File: src/rtl/rau_pkg.sv
// shared types and constants for the rational arithmetic unit
// no dependencies
package rau_pkg;
    typedef enum logic [2:0] {
        OP_ADD = 3'd0,
        OP_SUB = 3'd1,
        OP_MUL = 3'd2,
        OP_DIV = 3'd3,
        OP_NRM = 3'd4
    } t_op;
    localparam int RES_NUM_W = 32;
    localparam int RES_DEN_W = 30;
endpackage

File: src/rtl/rational_arithmetic_unit.sv
// rational arithmetic unit; zero and error items skip the back end's gcd and divisions
// throughput set by the back end, which stalls on m_axis_tready: one item per bit-serial gcd
// plus two restoring divisions, with at most one item in the front, two in the queue and one
// in the back
// synchronous active-low reset clears all handshake and sequencer state
// depends on rau_pkg, rau_front, rau_queue, rau_back
module rational_arithmetic_unit #(
    parameter int OPERAND_BITS = 16
) (
    input  logic        i_clk,
    input  logic        i_rst_n,
    input  logic        s_axis_tvalid,
    output logic        s_axis_tready,
    // opcode, a_num, a_den, b_num, b_den
    input  logic [((4*OPERAND_BITS+1)+7)/8*8-1:0] s_axis_tdata,
    output logic        m_axis_tvalid,
    input  logic        m_axis_tready,
    // res_num, res_den
    output logic [63:0] m_axis_tdata,
    // error
    output logic        m_axis_tuser
);
    import rau_pkg::*;
    localparam int OPB = OPERAND_BITS;
    localparam int MW = 2 * OPB + 1;
    localparam int QW = 2 * MW + 3;
    logic f_valid, f_ready, f_neg, f_err, f_zero;
    logic [MW-1:0] f_mn, f_md;
    logic q_valid, q_ready;
    logic [QW-1:0] q_data;
    logic [RES_NUM_W-1:0] w_num;
    logic [RES_DEN_W-1:0] w_den;

    rau_front #(.OPB(OPB), .MW(MW)) u_front (
        .i_clk, .i_rst_n,
        .i_valid(s_axis_tvalid), .o_ready(s_axis_tready),
        .i_op(s_axis_tdata[2:0]),
        .i_a_num(s_axis_tdata[3 +: OPB]),
        .i_a_den(s_axis_tdata[3+OPB +: OPB-1]),
        .i_b_num(s_axis_tdata[2+2*OPB +: OPB]),
        .i_b_den(s_axis_tdata[2+3*OPB +: OPB-1]),
        .o_valid(f_valid), .i_ready(f_ready),
        .o_mn(f_mn), .o_md(f_md), .o_neg(f_neg), .o_err(f_err), .o_zero(f_zero)
    );

    rau_queue #(.W(QW)) u_queue (
        .i_clk, .i_rst_n,
        .i_valid(f_valid), .o_ready(f_ready),
        .i_data({f_zero, f_err, f_neg, f_md, f_mn}),
        .o_valid(q_valid), .i_ready(q_ready), .o_data(q_data)
    );

    rau_back #(.MW(MW)) u_back (
        .i_clk, .i_rst_n,
        .i_valid(q_valid), .o_ready(q_ready),
        .i_mn(q_data[MW-1:0]), .i_md(q_data[2*MW-1:MW]),
        .i_neg(q_data[2*MW]), .i_err(q_data[2*MW+1]), .i_zero(q_data[2*MW+2]),
        .o_valid(m_axis_tvalid), .i_ready(m_axis_tready),
        .o_num(w_num), .o_den(w_den), .o_err(m_axis_tuser)
    );

    assign m_axis_tdata = {2'b00, w_den, w_num};
endmodule

File: src/rtl/rau_front.sv
// front end: checks operands, cross-multiplies, forms sign and magnitudes
// depends on rau_pkg
module rau_front #(
    parameter int OPB = 16,
    parameter int MW = 2 * OPB + 1
) (
    input  logic              i_clk,
    input  logic              i_rst_n,
    input  logic              i_valid,
    output logic              o_ready,
    input  logic [2:0]        i_op,
    input  logic [OPB-1:0]    i_a_num,
    input  logic [OPB-2:0]    i_a_den,
    input  logic [OPB-1:0]    i_b_num,
    input  logic [OPB-2:0]    i_b_den,
    output logic              o_valid,
    input  logic              i_ready,
    output logic [MW-1:0]     o_mn,
    output logic [MW-1:0]     o_md,
    output logic              o_neg,
    output logic              o_err,
    output logic              o_zero
);
    import rau_pkg::*;
    logic r_busy, r_vld;
    logic [2:0] r_op;
    logic signed [OPB-1:0] r_an, r_bn;
    logic [OPB-2:0] r_ad, r_bd;
    logic [1:0] r_ph;
    logic signed [MW:0] r_p1, r_p2, r_acc;
    logic [MW-1:0] r_d;
    logic r_err;
    logic signed [OPB-1:0] w_x;
    logic signed [OPB:0] w_y;
    logic signed [2*OPB+1:0] w_prod;
    logic signed [MW:0] w_n;
    logic [MW-1:0] w_dm;

    always_comb begin
        w_x = r_an;
        w_y = {2'b00, r_bd};
        case (r_ph)
            2'd0: begin
                w_x = r_an;
                w_y = (r_op == OP_MUL) ? {r_bn[OPB-1], r_bn} : {2'b00, r_bd};
            end
            2'd1: begin
                w_x = r_bn;
                w_y = {2'b00, r_ad};
            end
            2'd2: begin
                w_x = $signed({1'b0, r_ad});
                w_y = (r_op == OP_DIV) ? {r_bn[OPB-1], r_bn} : {2'b00, r_bd};
            end
            default: begin
                w_x = r_an;
                w_y = {2'b00, r_bd};
            end
        endcase
        w_prod = w_x * w_y;
    end

    always_comb begin
        case (r_op)
            OP_ADD:  w_n = r_p1 + r_p2;
            OP_SUB:  w_n = r_p1 - r_p2;
            OP_NRM:  w_n = (MW+1)'(r_an);
            default: w_n = r_p1;
        endcase
    end

    assign w_dm = (r_op == OP_NRM) ? MW'(r_ad) : r_d;
    assign o_ready = !r_busy;
    assign o_valid = r_vld;
    assign o_mn = r_acc[MW] ? MW'(-r_acc) : r_acc[MW-1:0];
    assign o_md = r_d;
    assign o_neg = r_acc[MW];
    assign o_err = r_err;
    assign o_zero = (r_acc == '0);

    always_ff @(posedge i_clk) begin
        if (!i_rst_n) begin
            r_busy <= 1'b0;
            r_vld <= 1'b0;
            r_ph <= 2'd0;
        end else if (!r_busy) begin
            if (i_valid) begin
                r_busy <= 1'b1;
                r_ph <= 2'd0;
                r_op <= i_op;
                r_an <= i_a_num;
                r_ad <= i_a_den;
                r_bn <= i_b_num;
                r_bd <= i_b_den;
            end
        end else if (r_vld) begin
            if (i_ready) begin
                r_vld <= 1'b0;
                r_busy <= 1'b0;
            end
        end else begin
            case (r_ph)
                2'd0: begin
                    r_p1 <= (MW+1)'(w_prod);
                    r_ph <= 2'd1;
                end
                2'd1: begin
                    r_p2 <= (MW+1)'(w_prod);
                    r_ph <= 2'd2;
                end
                2'd2: begin
                    r_d <= (r_op == OP_DIV && r_bn[OPB-1]) ? MW'(-w_prod) : MW'(w_prod);
                    if (r_op == OP_DIV && r_bn[OPB-1])
                        r_p1 <= -r_p1;
                    r_ph <= 2'd3;
                end
                default: begin
                    r_acc <= w_n;
                    r_d <= w_dm;
                    r_err <= (r_op > OP_NRM) || (r_ad == '0)
                        || (r_op != OP_NRM && r_bd == '0)
                        || (r_op == OP_DIV && r_bn == '0);
                    r_vld <= 1'b1;
                end
            endcase
        end
    end
endmodule

File: src/rtl/rau_queue.sv
// two-entry queue between front and back
// depends on nothing
module rau_queue #(
    parameter int W = 8
) (
    input  logic         i_clk,
    input  logic         i_rst_n,
    input  logic         i_valid,
    output logic         o_ready,
    input  logic [W-1:0] i_data,
    output logic         o_valid,
    input  logic         i_ready,
    output logic [W-1:0] o_data
);
    logic [W-1:0] r_mem [2];
    logic r_wp, r_rp;
    logic [1:0] r_cnt;
    logic w_wr, w_rd;

    assign o_ready = (r_cnt != 2'd2);
    assign o_valid = (r_cnt != 2'd0);
    assign o_data = r_mem[r_rp];
    assign w_wr = i_valid && o_ready;
    assign w_rd = o_valid && i_ready;

    always_ff @(posedge i_clk) begin
        if (w_wr)
            r_mem[r_wp] <= i_data;
    end

    always_ff @(posedge i_clk) begin
        if (!i_rst_n) begin
            r_wp <= 1'b0;
            r_rp <= 1'b0;
            r_cnt <= 2'd0;
        end else begin
            if (w_wr)
                r_wp <= !r_wp;
            if (w_rd)
                r_rp <= !r_rp;
            r_cnt <= r_cnt + {1'b0, w_wr} - {1'b0, w_rd};
        end
    end
endmodule

File: src/rtl/rau_back.sv
// back end: binary gcd, two restoring divisions, output register
// depends on rau_pkg
module rau_back #(
    parameter int MW = 33
) (
    input  logic                          i_clk,
    input  logic                          i_rst_n,
    input  logic                          i_valid,
    output logic                          o_ready,
    input  logic [MW-1:0]                 i_mn,
    input  logic [MW-1:0]                 i_md,
    input  logic                          i_neg,
    input  logic                          i_err,
    input  logic                          i_zero,
    output logic                          o_valid,
    input  logic                          i_ready,
    output logic [rau_pkg::RES_NUM_W-1:0] o_num,
    output logic [rau_pkg::RES_DEN_W-1:0] o_den,
    output logic                          o_err
);
    import rau_pkg::*;
    typedef enum logic [4:0] {
        S_IDLE = 5'b00001,
        S_GCD  = 5'b00010,
        S_DIVN = 5'b00100,
        S_DIVD = 5'b01000,
        S_OUT  = 5'b10000
    } t_state;
    localparam int CW = $clog2(MW + 1);
    t_state r_st;
    logic [MW-1:0] r_u, r_v, r_g, r_mn, r_md, r_q, r_rem, r_dvd, r_qn;
    logic [CW-1:0] r_k, r_i;
    logic r_neg;
    logic [MW:0] w_trial;
    logic [MW-1:0] w_rsh;

    assign o_ready = (r_st == S_IDLE);
    assign o_valid = (r_st == S_OUT);
    assign w_rsh = {r_rem[MW-2:0], r_dvd[MW-1]};
    assign w_trial = {1'b0, w_rsh} - {1'b0, r_g};

    always_ff @(posedge i_clk) begin
        if (!i_rst_n) begin
            r_st <= S_IDLE;
        end else begin
            case (r_st)
                S_IDLE: begin
                    if (i_valid) begin
                        r_neg <= i_neg;
                        r_mn <= i_mn;
                        r_md <= i_md;
                        r_u <= i_mn;
                        r_v <= i_md;
                        r_k <= '0;
                        if (i_err || i_zero) begin
                            o_num <= '0;
                            o_den <= RES_DEN_W'(1);
                            o_err <= i_err;
                            r_st <= S_OUT;
                        end else begin
                            r_st <= S_GCD;
                        end
                    end
                end
                S_GCD: begin
                    if (r_u == r_v) begin
                        r_g <= r_u << r_k;
                        r_dvd <= r_mn;
                        r_rem <= '0;
                        r_q <= '0;
                        r_i <= '0;
                        r_st <= S_DIVN;
                    end else if (!r_u[0] && !r_v[0]) begin
                        r_u <= r_u >> 1;
                        r_v <= r_v >> 1;
                        r_k <= r_k + CW'(1);
                    end else if (!r_u[0]) begin
                        r_u <= r_u >> 1;
                    end else if (!r_v[0]) begin
                        r_v <= r_v >> 1;
                    end else if (r_u > r_v) begin
                        r_u <= (r_u - r_v) >> 1;
                    end else begin
                        r_v <= (r_v - r_u) >> 1;
                    end
                end
                S_DIVN, S_DIVD: begin
                    if (r_i == CW'(MW - 1)) begin
                        r_i <= '0;
                        if (r_st == S_DIVN) begin
                            r_qn <= {r_q[MW-2:0], !w_trial[MW]};
                            r_dvd <= r_md;
                            r_rem <= '0;
                            r_q <= '0;
                            r_st <= S_DIVD;
                        end else begin
                            o_num <= r_neg ? RES_NUM_W'(-r_qn) : RES_NUM_W'(r_qn);
                            o_den <= RES_DEN_W'({r_q[MW-2:0], !w_trial[MW]});
                            o_err <= 1'b0;
                            r_st <= S_OUT;
                        end
                    end else begin
                        r_dvd <= r_dvd << 1;
                        if (!w_trial[MW]) begin
                            r_rem <= w_trial[MW-1:0];
                            r_q <= {r_q[MW-2:0], 1'b1};
                        end else begin
                            r_rem <= w_rsh;
                            r_q <= {r_q[MW-2:0], 1'b0};
                        end
                        r_i <= r_i + CW'(1);
                    end
                end
                S_OUT: begin
                    if (i_ready)
                        r_st <= S_IDLE;
                end
                default: r_st <= S_IDLE;
            endcase
        end
    end
endmodule
File: config.mk
export PLATFORM = sky130hd
export DESIGN_NAME = rational_arithmetic_unit
export DESIGN_NICKNAME = d
export VERILOG_FILES = /design/src/rtl/rau_pkg.sv /design/src/rtl/rational_arithmetic_unit.sv /design/src/rtl/rau_front.sv /design/src/rtl/rau_queue.sv /design/src/rtl/rau_back.sv
export SDC_FILE = /design/constraint.sdc
export NUM_CORES = 2
export LEC_CHECK = 0
export BUFFER_PORTS_ARGS = -buffer_cell sky130_fd_sc_hd__clkbuf_2
export CORE_MARGIN = 4
export CORE_UTILIZATION = 42
export CTS_CLUSTER_DIAMETER = 40
export CTS_CLUSTER_SIZE = 40
export DETAILED_ROUTE_END_ITERATION = 12
export PLACE_DENSITY = 0.57
export SETUP_SLACK_MARGIN = 0.02
export SLEW_MARGIN = 10
export SYNTH_ARGS = -nofsm -noshare
export SYNTH_HDL_FRONTEND = slang
export SYNTH_SLANG_ARGS = --single-unit
File: constraint.sdc
create_clock -name i_clk -period 31.2 [get_ports i_clk]
set_clock_uncertainty 0.1 [all_clocks]
set_input_delay 7.8 -clock i_clk [delete_from_list [all_inputs] [get_ports i_clk]]
set_output_delay 7.8 -clock i_clk [all_outputs]
set_load 0.03 [all_outputs]
==> impl_metrics.yaml <==
clocking:
  clockRootBuffer: "clkbuf_16"
  cts_sinks: 721
  cts_tree: "built"
  cts.clk_slew.worst_paths_ns: 0.07
  clk_path_buf_depth: 3
  htreeDepth: 3
  cts_setup_buffers: 0
  hold_buffers: 0
  clk_latency_ns: 0.72
  cts_buffers: 106
  cts-resized-gates: 0
layout:
  fin_area_sq_mm: 0.0564
  nNetsFinal: 5438
  syn_to_final_growth_pct: 12.3
  drive_above_1_share: 0.110
yosys:
  netlist_area_sq_mm: 0.0502
  ys_warn_count: 0
  synth-seq-cells: 721
  synth_top_area_frac: 0.423
  synth_edf_count: 707
  async_reset_ff_frac: 0
  synthTopCellsByArea: "edfxtp_1 42%, fa_1 11%, ha_1 5.7%"
  netlist_instances: 4786
  synth_ff_type: "edfxtp_1"
  synth_area_per_cell_sq_um: 10.5
  seq_area_frac_synth: 0.428
  ys_types: 94
  synth_top_cell_by_area: "edfxtp_1"
setup_path:
  criticalPathCategory: "flip-flop to flip-flop"
  crit_slowest_cell: "xnor2_1"
  cpPeakStageDelay_ns: 0.93
  worst_ep_arrival_time_ns: 10.91
  cp-end-kind: "flip-flop"
  critPathMaxFanout: 26
  cp.required_ns: 31.58
  cpMostUsedCell: "fa_1"
  worstSetupStartpointType: "flip-flop"
placement:
  dp_hpwl_um: 110000
  preCtsSetupSlack_ns: 20.23
  placed_area_sq_mm: 0.0526
  gp_congestion: 0.947
  io_buffers: 133
status:
  status: "complete, no violations"
detailed_routing:
  drt_wl_total_um: 146000
  drc: 0
  drt-wirelength-per-cell_um: 22.2
  drt-pass1-iter-count: 5
  routed_via_density: 5.55
  drt_iter0_drc: 3147
  vias: 36400
  drt.antenna.violating_nets: 0
global_routing:
  grt_max_degree: 101
  grt_pass1_wl_um: 222000
  grt_pass1_vias: 36400
  grt_overflow_total: 0
  antenna_found_initial: 8
  grt_usage: 0.230
floorplan:
  fp.dieArea_sq_mm: 0.125
  rows: 126
  die_h_um: 354
  die_x_um: 354
  ios: 143
  coreArea_sq_mm: 0.118
  start_util: 0.424
timing:
  relSlewSlack: 0.149
  finalSetupViolCount: 0
  finalSetupTns_ns: 0
  clock.fmax_ghz: 0.0950
  setup_ws_ns: 20.67
  tightest_slew_ns: 1.28
  hold_violations: 0
  layout_min_cycle_time_ns: 10.53
  final_max_slew_viol_count: 0
  rsz0062_at_grt: "no"
  fin_crit_sh: 0.337
min_path:
  hp-class: "flip-flop to flip-flop"
run:
  cap_violations: 0
==> cells in the mapped netlist (52+ instances only) <==
cell      instances
nand2_1         433
nor2_1          426
mux2i_1          63
mux2_2           95
edfxtp_1        707
a21o_1           91
nor3_1           52
ha_1            230
and2_1           81
fa_1            271
a21oi_1         271
o21a_1           54
o21ai_0         251
xnor2_1         176
nor2b_1          61
inv_1           472
clkbuf_1        198
nand3_1          71
xor2_1          100
==> flip-flops by register name, summed over array words and instances, names as in the netlist, 33 cells and up, named ones only <==
name / flops
u_front.r_acc: 34
u_queue.r_mem: 138
u_front.o_md: 33
u_back.r_g: 33
u_back.r_md: 33
u_front.r_p2: 33
u_front.r_p1: 34
u_back.r_v: 33
u_back.r_u: 33
u_back.r_dvd: 33
u_back.r_mn: 33
==> cells in the final DEF, fill, tap and decap left out, types with 43 or more instances in the layout <==
cell type,Yosys,final
and2_1,81,79
nand2_1,433,433
clkbuf_16,0,108
a22oi_1,43,43
xor2_1,100,100
o31ai_1,47,46
buf_4,2,52
nor2_1,426,423
fa_1,271,271
inv_1,472,472
nor2b_1,61,60
mux2i_1,63,63
a21o_1,91,91
mux2_2,95,95
clkbuf_2,0,133
nand3_1,71,71
edfxtp_1,707,707
o21a_1,54,54
a21oi_1,271,270
or3_1,45,45
ha_1,230,229
o21ai_0,251,251
xnor2_1,176,176
nor3_1,52,52
==> path summary, 6_finish.rpt <==
path,startpoint,end,slack [ns],depth (start not counted)
setup / recovery,u_front.r_ph[0],u_front.o_md[31],20.67,26
hold reg to reg,u_back.r_q[30],u_back.r_qn[31],0.32,0
setup reg to reg,u_front.r_ph[0],u_front.o_md[31],20.67,26
hold / removal,u_back.r_q[30],u_back.r_qn[31],0.32,0
==> stage by stage <==
stage | std cells | util | hold WS (ns)
2_1_floorplan | 4787 | - | 0.300
3_5_place_dp | 6353 | 0.444 | 0.307
5_1_grt | 6554 | 0.476 | 0.322
3_3_place_gp | 6353 | 0.444 | 0.307
6_report | 6555 | 0.476 | 0.324
4_1_cts | 6554 | 0.476 | 0.320
==> critical path, delay by kind of cell (launching register included) <==
kind | cells | cell delay [ns]
AOI/OAI and AO/OA | 8 | 2.65
buffers and inverters | 4 | 0.33
DFF | 1 | 0.35
and+or+nand+nor | 4 | 1.89
adders and majority gates | 8 | 3.83
muxes | 1 | 0.16
xor gates and xnor gates | 1 | 0.93
==> layer usage <==
metal  vias up  routed length [um]  track usage
met4         2                7120        0.101
met3       306                7560       0.0278
met5         -                  10            0
li1      17000                   -            -
met2      1124               67600        0.372
met1     17900               63300        0.311
==> cells by family (layout without fill, tap and decap cells) <==
| logic type | count (synthesis) | after routing | share of synthesized area |
|---|---|---|---|
| other | 1 | 3 | 0.0000747 |
| muxes | 178 | 178 | 0.0428 |
| xor gates and xnor gates | 276 | 276 | 0.0481 |
| and+or+nand+nor | 1369 | 1369 | 0.128 |
| adders and majority gates | 501 | 501 | 0.165 |
| DFF | 721 | 721 | 0.428 |
| buffers and inverters | 694 | 861 | 0.0523 |
| AOI/OAI and AO/OA | 1046 | 1046 | 0.135 |
==> final cells by class <==
| type | instances | area, sq um |
|---|---|---|
| flip-flops and latches | 721 | 21500 |
| well taps | 1600 | 2000 |
| clock buffers | 116 | 2740 |
| clock inverters | 85 | 1090 |
| repair buffers | 185 | 1060 |
| multi-input cells | 3372 | 26200 |
| fillers | 10900 | 62000 |
| diodes | 1 | 2.50 |
| inverters | 475 | 1780 |
Power is left out: the tool's default activity adds up to more than one toggle a clock period on the data nets, which glitch-free logic cannot reach.
